[src/sv/ryuv_pkg.sv]
// Package with the shared types, constants and arithmetic helpers of the YUV411 converter.
`default_nettype none

package ryuv_pkg;

    // Output format code that selects YUV411 packing.
    localparam logic [1:0] FMT_YUV411 = 2'd2;

    // Luma weights.
    localparam logic [16:0] LUMA_R = 17'd55;
    localparam logic [16:0] LUMA_G = 17'd184;
    localparam logic [16:0] LUMA_B = 17'd19;
    localparam logic [16:0] LUMA_MAX = 17'd65535;

    // Chroma weights, bias and upper clamp.
    localparam logic signed [20:0] U_R = -21'sd29;
    localparam logic signed [20:0] U_G = -21'sd99;
    localparam logic signed [20:0] U_B = 21'sd128;
    localparam logic signed [20:0] V_R = 21'sd129;
    localparam logic signed [20:0] V_G = -21'sd116;
    localparam logic signed [20:0] V_B = -21'sd12;
    localparam logic signed [20:0] CHROMA_BIAS = 21'sd131072;
    localparam logic signed [20:0] CHROMA_MAX = 21'sd262143;

    // A closed group (or one passthrough pixel) waiting for the arithmetic stage.
    typedef struct packed {
        logic             rgb;
        logic [3:0][23:0] px;
        logic [1:0]       pos;
        logic             last;
        logic             user;
        logic [2:0]       keep;
        logic [2:0]       strb;
    } t_group;

    // One or two finished output words.
    typedef struct packed {
        logic [23:0] data0;
        logic        last0;
        logic        user0;
        logic [2:0]  keep0;
        logic [2:0]  strb0;
        logic        two;
        logic [23:0] data1;
        logic        last1;
    } t_words;

    function automatic logic [7:0] luma(input logic [23:0] px);
        logic [16:0] y;
        y = 17'(px[23:16]) * LUMA_R + 17'(px[7:0]) * LUMA_G + 17'(px[15:8]) * LUMA_B;
        if (y > LUMA_MAX) begin
            return 8'hFF;
        end
        return y[15:8];
    endfunction

    function automatic logic [7:0] chroma(input logic signed [20:0] v);
        if (v < 21'sd0) begin
            return 8'd0;
        end
        if (v > CHROMA_MAX) begin
            return 8'hFF;
        end
        return v[17:10];
    endfunction

endpackage

`default_nettype wire

[src/sv/ryuv_if.sv]
// Stream interfaces for the pixel input channel and the packed output channel.
`default_nettype none

interface ryuv_pixel_if;
    logic        valid;
    logic        ready;
    logic [23:0] pixel_data;
    logic        pixel_last;
    logic        pixel_user;
    logic [2:0]  pixel_keep;
    logic [2:0]  pixel_strb;

    modport source (output valid, pixel_data, pixel_last, pixel_user, pixel_keep, pixel_strb,
                    input ready);
    modport sink (input valid, pixel_data, pixel_last, pixel_user, pixel_keep, pixel_strb,
                  output ready);
endinterface

interface ryuv_out_if;
    logic        valid;
    logic        ready;
    logic [23:0] out_data;
    logic        out_last;
    logic        out_user;
    logic [2:0]  out_keep;
    logic [2:0]  out_strb;

    modport source (output valid, out_data, out_last, out_user, out_keep, out_strb,
                    input ready);
    modport sink (input valid, out_data, out_last, out_user, out_keep, out_strb,
                  output ready);
endinterface

`default_nettype wire

[src/sv/ryuv_pack.sv]
// Arithmetic stage: luma, chroma sums and word packing for one closed group.
`default_nettype none

module ryuv_pack (
    input  var ryuv_pkg::t_group i_grp,
    output var ryuv_pkg::t_words o_words
);

    logic [9:0]         sum_r;
    logic [9:0]         sum_g;
    logic [9:0]         sum_b;
    logic signed [20:0] u_val;
    logic signed [20:0] v_val;

    always_comb begin
        sum_r = '0;
        sum_g = '0;
        sum_b = '0;
        for (int i = 0; i < 4; i++) begin
            sum_r = sum_r + 10'(i_grp.px[i][23:16]);
            sum_b = sum_b + 10'(i_grp.px[i][15:8]);
            sum_g = sum_g + 10'(i_grp.px[i][7:0]);
        end
    end

    assign u_val = $signed(21'(sum_r)) * ryuv_pkg::U_R + $signed(21'(sum_g)) * ryuv_pkg::U_G
                 + $signed(21'(sum_b)) * ryuv_pkg::U_B + ryuv_pkg::CHROMA_BIAS;
    assign v_val = $signed(21'(sum_r)) * ryuv_pkg::V_R + $signed(21'(sum_g)) * ryuv_pkg::V_G
                 + $signed(21'(sum_b)) * ryuv_pkg::V_B + ryuv_pkg::CHROMA_BIAS;

    always_comb begin
        if (i_grp.rgb) begin
            // Passthrough swaps the two low bytes.
            o_words.data0 = {i_grp.px[0][23:16], i_grp.px[0][7:0], i_grp.px[0][15:8]};
            o_words.last0 = i_grp.last;
            o_words.user0 = i_grp.user;
            o_words.keep0 = i_grp.keep;
            o_words.strb0 = i_grp.strb;
            o_words.two   = 1'b0;
        end else begin
            o_words.data0 = {ryuv_pkg::luma(i_grp.px[1]), ryuv_pkg::luma(i_grp.px[0]),
                             ryuv_pkg::chroma(u_val)};
            o_words.last0 = (i_grp.pos == 2'd0) ? i_grp.last : 1'b0;
            o_words.user0 = i_grp.user;
            o_words.keep0 = 3'b111;
            o_words.strb0 = 3'b111;
            o_words.two   = (i_grp.pos != 2'd0);
        end
        o_words.data1 = {ryuv_pkg::luma(i_grp.px[3]), ryuv_pkg::luma(i_grp.px[2]),
                         ryuv_pkg::chroma(v_val)};
        o_words.last1 = i_grp.last;
    end

endmodule

`default_nettype wire

[src/sv/rgb_to_yuv411_stream_core.sv]
// Top level of the streaming RGB to YUV411 converter.
`default_nettype none

// Streaming RGB to YUV411 converter. Each input beat carries one pixel (red in
// bits 23:16, blue in 15:8, green in 7:0). When the format register holds 2,
// pixels are gathered in groups of four and each group leaves as two beats:
// Y1,Y0,U and then Y3,Y2,V. A line end closes a group early; the missing
// pixels count as black, and a group closed on its first pixel sends only the
// first beat, which then carries the line end. Any other format value passes
// every pixel through with its two low bytes swapped, keeping keep and strobe.
// The block takes one pixel per clock while the group register is free or
// moving on. A pixel that opens or extends a group is absorbed into the
// holding registers at once. A pixel that closes a group moves into a group
// register, then through one stage of luma and chroma arithmetic into the
// result register, which takes it once the previous result is done; its first
// beat is then on the output port. The result register offers its second beat
// in the cycle after the first is taken, and while it does so the group
// register can already hold the next closed group. A full-rate stream of whole
// groups, or of passthrough pixels, never stalls. Runs of one- and two-pixel
// lines can ask for a beat on nearly every clock; the input is then held back
// now and then. Writing the format register drops a partly filled group; write
// it only while no beats are in flight.
module rgb_to_yuv411_stream_core (
    input  var logic        i_clk,
    input  var logic        i_rst_n,
    ryuv_pixel_if.sink      i_pixel,
    ryuv_out_if.source      o_out,
    input  var logic        i_cfg_we,
    input  var logic [1:0]  i_cfg_wdata
);

    // Format register and the open group.
    logic [1:0]        r_fmt;
    logic [2:0][23:0]  r_held;
    logic [1:0]        r_pos;
    logic              r_first_user;

    // Group register, ahead of the arithmetic.
    logic              r_g_vld;
    ryuv_pkg::t_group  r_grp;
    ryuv_pkg::t_group  n_grp;

    // Result register with its beat select.
    logic              r_r_vld;
    logic              r_sel;
    ryuv_pkg::t_words  r_words;
    ryuv_pkg::t_words  n_words;

    logic in_acc;
    logic out_acc;
    logic out_done;
    logic r_free;
    logic g_move;
    logic g_load;
    logic yuv_mode;
    logic closing;

    assign yuv_mode = (r_fmt == ryuv_pkg::FMT_YUV411);
    assign closing  = (r_pos == 2'd3) || i_pixel.pixel_last;

    assign in_acc   = i_pixel.valid && i_pixel.ready;
    assign out_acc  = o_out.valid && o_out.ready;
    // The result register empties once its last beat is taken.
    assign out_done = out_acc && (r_sel || !r_words.two);
    assign r_free   = !r_r_vld || out_done;
    assign g_move   = r_g_vld && r_free;
    // Only a pixel that finishes a group (or a passthrough pixel) needs the group register.
    assign g_load   = in_acc && (!yuv_mode || closing);

    assign i_pixel.ready = !r_g_vld || g_move;

    // Open group bookkeeping and the format register.
    always_ff @(posedge i_clk) begin
        if (!i_rst_n) begin
            r_fmt        <= '0;
            r_pos        <= '0;
            r_first_user <= 1'b0;
        end else if (i_cfg_we) begin
            r_fmt <= i_cfg_wdata;
            r_pos <= '0;
        end else if (in_acc && yuv_mode) begin
            if (r_pos == 2'd0) begin
                r_first_user <= i_pixel.pixel_user;
            end
            r_pos <= closing ? 2'd0 : r_pos + 2'd1;
        end
    end

    always_ff @(posedge i_clk) begin
        if (in_acc && yuv_mode && !closing) begin
            r_held[r_pos] <= i_pixel.pixel_data;
        end
    end

    // Assemble the closed group: held pixels, then this pixel, then black.
    always_comb begin
        n_grp.rgb  = !yuv_mode;
        n_grp.pos  = r_pos;
        n_grp.last = i_pixel.pixel_last;
        n_grp.user = (!yuv_mode || r_pos == 2'd0) ? i_pixel.pixel_user : r_first_user;
        n_grp.keep = i_pixel.pixel_keep;
        n_grp.strb = i_pixel.pixel_strb;
        if (!yuv_mode) begin
            n_grp.px    = '0;
            n_grp.px[0] = i_pixel.pixel_data;
        end else begin
            for (int i = 0; i < 3; i++) begin
                if (r_pos > 2'(i)) begin
                    n_grp.px[i] = r_held[i];
                end else if (r_pos == 2'(i)) begin
                    n_grp.px[i] = i_pixel.pixel_data;
                end else begin
                    n_grp.px[i] = '0;
                end
            end
            n_grp.px[3] = (r_pos == 2'd3) ? i_pixel.pixel_data : 24'd0;
        end
    end

    always_ff @(posedge i_clk) begin
        if (!i_rst_n) begin
            r_g_vld <= 1'b0;
        end else if (g_load) begin
            r_g_vld <= 1'b1;
        end else if (g_move) begin
            r_g_vld <= 1'b0;
        end
    end

    always_ff @(posedge i_clk) begin
        if (g_load) begin
            r_grp <= n_grp;
        end
    end

    ryuv_pack u_pack (
        .i_grp   (r_grp),
        .o_words (n_words)
    );

    always_ff @(posedge i_clk) begin
        if (!i_rst_n) begin
            r_r_vld <= 1'b0;
            r_sel   <= 1'b0;
        end else begin
            if (g_move) begin
                r_r_vld <= 1'b1;
            end else if (out_done) begin
                r_r_vld <= 1'b0;
            end
            if (out_done) begin
                r_sel <= 1'b0;
            end else if (out_acc) begin
                r_sel <= 1'b1;
            end
        end
    end

    always_ff @(posedge i_clk) begin
        if (g_move) begin
            r_words <= n_words;
        end
    end

    assign o_out.valid    = r_r_vld;
    assign o_out.out_data = r_sel ? r_words.data1 : r_words.data0;
    assign o_out.out_last = r_sel ? r_words.last1 : r_words.last0;
    assign o_out.out_user = r_sel ? 1'b0 : r_words.user0;
    assign o_out.out_keep = r_sel ? 3'b111 : r_words.keep0;
    assign o_out.out_strb = r_sel ? 3'b111 : r_words.strb0;

    // The second beat is only ever selected for a two-beat group.
    a_sel_two: assert property (@(posedge i_clk) disable iff (!i_rst_n)
        r_r_vld && r_sel |-> r_words.two)
        else $error("second beat selected for a one-beat result");

    // Taking the first of two beats leaves the second one on the port.
    a_second_follows: assert property (@(posedge i_clk) disable iff (!i_rst_n)
        out_acc && !r_sel && r_words.two |=> r_r_vld && r_sel)
        else $error("second beat lost after the first was taken");

    // A group leaving the group register always lands in the result register.
    a_group_lands: assert property (@(posedge i_clk) disable iff (!i_rst_n)
        g_move |=> r_r_vld && !r_sel)
        else $error("closed group did not reach the result register");

    // A closing or passthrough pixel is never taken while the group register is stuck.
    a_no_overrun: assert property (@(posedge i_clk) disable iff (!i_rst_n)
        g_load && r_g_vld |-> g_move)
        else $error("group register overwritten before it moved on");

endmodule

`default_nettype wire

[src/flat_wrapper.sv]
// flat-port wrapper written by rule: the top's interface ports become plain ports
module rgb_to_yuv411_stream_core_flat 
  (i_clk, i_rst_n, i_cfg_we, i_cfg_wdata, i_pixel_valid, i_pixel_pixel_data, i_pixel_pixel_last, i_pixel_pixel_user, i_pixel_pixel_keep, i_pixel_pixel_strb, i_pixel_ready, o_out_valid, o_out_out_data, o_out_out_last, o_out_out_user, o_out_out_keep, o_out_out_strb, o_out_ready);
  ryuv_pixel_if i_pixel_i ();
  ryuv_out_if o_out_i ();
  input  var logic i_clk;
  input  var logic i_rst_n;
  input  var logic i_cfg_we;
  input  var logic [1:0] i_cfg_wdata;
  input wire logic [$bits(i_pixel_i.valid)-1:0] i_pixel_valid;
  input wire logic [$bits(i_pixel_i.pixel_data)-1:0] i_pixel_pixel_data;
  input wire logic [$bits(i_pixel_i.pixel_last)-1:0] i_pixel_pixel_last;
  input wire logic [$bits(i_pixel_i.pixel_user)-1:0] i_pixel_pixel_user;
  input wire logic [$bits(i_pixel_i.pixel_keep)-1:0] i_pixel_pixel_keep;
  input wire logic [$bits(i_pixel_i.pixel_strb)-1:0] i_pixel_pixel_strb;
  output wire logic [$bits(i_pixel_i.ready)-1:0] i_pixel_ready;
  output wire logic [$bits(o_out_i.valid)-1:0] o_out_valid;
  output wire logic [$bits(o_out_i.out_data)-1:0] o_out_out_data;
  output wire logic [$bits(o_out_i.out_last)-1:0] o_out_out_last;
  output wire logic [$bits(o_out_i.out_user)-1:0] o_out_out_user;
  output wire logic [$bits(o_out_i.out_keep)-1:0] o_out_out_keep;
  output wire logic [$bits(o_out_i.out_strb)-1:0] o_out_out_strb;
  input wire logic [$bits(o_out_i.ready)-1:0] o_out_ready;
  assign i_pixel_i.valid = i_pixel_valid;
  assign i_pixel_i.pixel_data = i_pixel_pixel_data;
  assign i_pixel_i.pixel_last = i_pixel_pixel_last;
  assign i_pixel_i.pixel_user = i_pixel_pixel_user;
  assign i_pixel_i.pixel_keep = i_pixel_pixel_keep;
  assign i_pixel_i.pixel_strb = i_pixel_pixel_strb;
  assign i_pixel_ready = i_pixel_i.ready;
  assign o_out_valid = o_out_i.valid;
  assign o_out_out_data = o_out_i.out_data;
  assign o_out_out_last = o_out_i.out_last;
  assign o_out_out_user = o_out_i.out_user;
  assign o_out_out_keep = o_out_i.out_keep;
  assign o_out_out_strb = o_out_i.out_strb;
  assign o_out_i.ready = o_out_ready;
  rgb_to_yuv411_stream_core u_core (.i_clk(i_clk), .i_rst_n(i_rst_n), .i_pixel(i_pixel_i), .o_out(o_out_i), .i_cfg_we(i_cfg_we), .i_cfg_wdata(i_cfg_wdata));
endmodule
[config.mk]
export PLATFORM = sky130hd
export DESIGN_NAME = rgb_to_yuv411_stream_core_flat
export DESIGN_NICKNAME = d
export VERILOG_FILES = /design/src/sv/ryuv_pkg.sv /design/src/sv/ryuv_if.sv /design/src/sv/ryuv_pack.sv /design/src/sv/rgb_to_yuv411_stream_core.sv /design/src/flat_wrapper.sv
export SDC_FILE = /design/constraint.sdc
export NUM_CORES = 2
export LEC_CHECK = 0
export ABC_AREA = 1
export BUFFER_PORTS_ARGS = -buffer_cell sky130_fd_sc_hd__buf_2
export CAP_MARGIN = 0
export CORE_MARGIN = 4
export CORE_UTILIZATION = 45
export DETAILED_ROUTE_END_ITERATION = 6
export HOLD_SLACK_MARGIN = 0.05
export REMOVE_ABC_BUFFERS = 1
export SYNTH_ARGS = -nofsm -noshare
export SYNTH_HDL_FRONTEND = slang
export SYNTH_SLANG_ARGS = --single-unit
[constraint.sdc]
create_clock -name i_clk -period 18.25 [get_ports i_clk]
set_clock_uncertainty 0.2 [all_clocks]
set_input_delay 1.825 -clock i_clk [delete_from_list [all_inputs] [get_ports i_clk]]
set_output_delay 1.825 -clock i_clk [all_outputs]
set_load 0.005 [all_outputs]
==> key figures <==
Placement
  – Final GP Congestion: 0.936
  – Count of input and output buffers: 72
  – Post-detail-place hpwl: 64.5 mm

Clock tree
  – Post-CTS Repair Setup Buffers: 0
  – TritonCTS sink count: 245
  – Count of hold-fix buffers inserted at cts: 0
  – Skew-Pair Late Insertion Delay: 0.58 ns
  – Maximum clock insertion buffer count: 3
  – H-tree depth reported by CTS: 1
  – Clk slew on worst S/H paths: 0.06 ns
  – Clock tree from TritonCTS: built
  – Resize count post-CTS: 0
  – Cts bufs inserted: 31
  – Buffer cell driving the clock tree root: sky130_fd_sc_hd__clkbuf_16

GRT
  – Maximum number of pins on one net before global-route repair: 69
  – Number of antenna violations at the first check in global routing: 1
  – Global Route Usage Sum: 21.5%
  – Remaining Overflow, GRT: 0
  – Via count of the first global-routing pass: 21200
  – First-pass GRT wire length: 119 mm

Critical path
  – Arrival time reported for the critical path endpoint: 9.13 ns
  – Path type of the worst setup path: reg -> reg
  – Peak fanout along the critical path: 6
  – Startpoint type of the worst setup path: flip-flop
  – Critical Path Most Common Cell: sky130_fd_sc_hd__nand2_1
  – R2r worst-path depth: 44
  – Library cell contributing the largest single delay on the critical path: sky130_fd_sc_hd__fa_1
  – Maximum cell stage delay along the critical path: 0.53 ns
  – Endpoint type of the worst setup path: flip-flop
  – Critical Path RT: 18.41 ns

Routing
  – Initial DRC count: 1353
  – Average via count per standard cell: 5.02
  – Antenna-violating nets left: 0
  – Remaining routing DRC violations: 0
  – Detailed-route wire length per cell: 18.2 um
  – Pre-antenna DRT Iters: 5
  – Detailed Route WL: 75.7 mm
  – Overall via count from detail_route: 20900

Final layout
  – Syn-to-layout area delta: 8.09%
  – Final Net Count: 4204
  – Most frequent standard cell in the layout excluding fill and tap cells: sky130_fd_sc_hd__inv_1
  – Share of final-layout standard cells stronger than drive strength 1: 5.66%
  – Most used cells in the layout excluding fill and tap cells: sky130_fd_sc_hd__inv_1 (789), sky130_fd_sc_hd__ha_1 (539), sky130_fd_sc_hd__nand2_1 (443)
  – Diode count: 0

Run status
  – Result of the run: finished, final reports clean

Synth
  – Register area share after synthesis: 23.8%
  – Top_reg_cell synth: sky130_fd_sc_hd__edfxtp_1
  – Synthesized area divided by synthesized cell count: 9.63 sq um
  – Async S/R FF share, synth: 0%
  – Number of synthesized flops with an enable pin: 237
  – Number of flip-flops and latches in the synthesized netlist: 245
  – Netlist Area Pre-Place: 30600 sq um
  – Count of different cell masters after synthesis: 49
  – Cells after Synth: 3175
  – Number of warnings reported in the yosys synthesis log: 0

Min path
  – Worst hold-check path type: reg -> reg
  – Hold Path Stages: 0

Timing
  – Setup TNS: 0 ns
  – Timing-limited maximum frequency: 0.111 GHz
  – Tightest slew margin relative to the limit: 27.7%
  – Final critical-path share of the clock period: 49.2%
  – Number of setup violations in the final report: 0
  – Time the worst path needs with I/O delays and setup: 8.97 ns
  – Unrepaired setup endpoints after global routing: no
  – Final number of hold-violating endpoints: 0
  – Final Slew Violations: 0
  – Measured slew at the worst slew-check pin: 1.08 ns

Floorplan
  – Floorplan core area: 67300 sq um
  – Vert. Die Dim: 269 um
  – Horiz. Die Dim: 269 um
  – Effective utilization at floorplan: 45.4%
  – Die Footprint: 72200 sq um
  – Ports: 73
  – Number of rows created at floorplan: 95

Job
  – Number of maximum-capacitance constraint violations: 0
-- worst max-delay path: cells and delay by family (launching register included) --
family	cells	cell delay [ns]
compound gates	7	1.25
xor+xnor	2	0.53
fa+ha+maj	11	4.22
buf+inv	5	0.38
flops	1	0.44
simple gates	19	1.71
-- final cells by class --
class / instances / area (sq um)
clock buffer: 41 / 813
clock inverter: 16 / 190
fill: 6382 / 34200
inverter: 795 / 2980
multi-input combinational: 2102 / 20200
sequential: 245 / 7280
tap: 873 / 1090
timing repair buffer: 86 / 465
-- cell usage after synthesis (all sizes together), types with 5 or more instances --
master | count | area share (%)
inv | 793 | 9.7
a21boi | 5 | 0.12
nand4 | 16 | 0.33
or2 | 23 | 0.47
a211oi | 7 | 0.17
o211ai | 9 | 0.24
fa | 365 | 24
o21bai | 11 | 0.27
nor2 | 167 | 2.1
o21ai | 68 | 1.2
nand3 | 75 | 1.2
dfxtp | 8 | 0.52
a21oi | 139 | 2.3
ha | 539 | 22
o32ai | 24 | 0.69
a31oi | 17 | 0.35
nand2 | 454 | 5.7
nor3 | 18 | 0.33
xnor2 | 48 | 1.4
nand3b | 5 | 0.12
clkbuf | 31 | 0.38
a21o | 15 | 0.37
xor2 | 64 | 1.9
a22oi | 24 | 0.59
edfxtp | 237 | 23
-- final timing paths --
path / from / endpoint / slack, ns
setup / recovery: u_core.r_grp[11]$_DFFE_PP_ / u_core.r_words[6]$_SDFFCE_PN0P_ / 9.28
setup reg to reg: u_core.r_grp[11]$_DFFE_PP_ / u_core.r_words[6]$_SDFFCE_PN0P_ / 9.28
hold reg to reg: u_core.r_grp[6]$_DFFE_PP_ / u_core.r_words[32]$_DFFE_PP_ / 0.23
hold / removal: u_core.r_grp[6]$_DFFE_PP_ / u_core.r_words[32]$_DFFE_PP_ / 0.23
-- cell families (layout without fill, tap and decap cells) --
group,count (synthesis),count (layout),share of synthesized area [%]
fa+ha+maj,904,904,46.0
xor+xnor,112,112,3.28
buf+inv,828,938,10.2
compound gates,326,326,6.44
flops,245,245,23.8
simple gates,760,760,10.3
-- per-layer routing --
metal | wire [um] | track usage, %
met1 | 35500 | 31.2
met2 | 34000 | 34.7
met3 | 4340 | 3.15
met4 | 1800 | 4.25
met5 | 13 | 0
-- registers in the layout, indices dropped and copies added (netlist names) --
name                 count
u_core.r_g_vld           1
u_core.r_held           72
u_core.r_sel             1
u_core.r_words          58
u_core.r_first_user      1
u_core.o_out.valid       1
u_core.r_fmt             2
u_core.r_pos             2
u_core.r_grp           107
-- through the flow --
step | cell area, sq um | util (%) | std cells | hold slack [ns] | setup slack, ns
2_1_floorplan | 30400 | - | 3142 | 0.200 | 10.08
3_3_place_gp | 32000 | 47.6 | 4101 | 0.203 | 9.41
3_5_place_dp | 32000 | 47.6 | 4101 | 0.206 | 9.28
4_1_cts | 33000 | 49.1 | 4158 | 0.227 | 9.26
5_1_grt | 33000 | 49.1 | 4158 | 0.231 | 8.51
6_report | 33000 | 49.1 | 4158 | 0.228 | 9.28
Power is left out: the tool's default activity adds up to more than one toggle a clock period on the data nets, which glitch-free logic cannot reach.
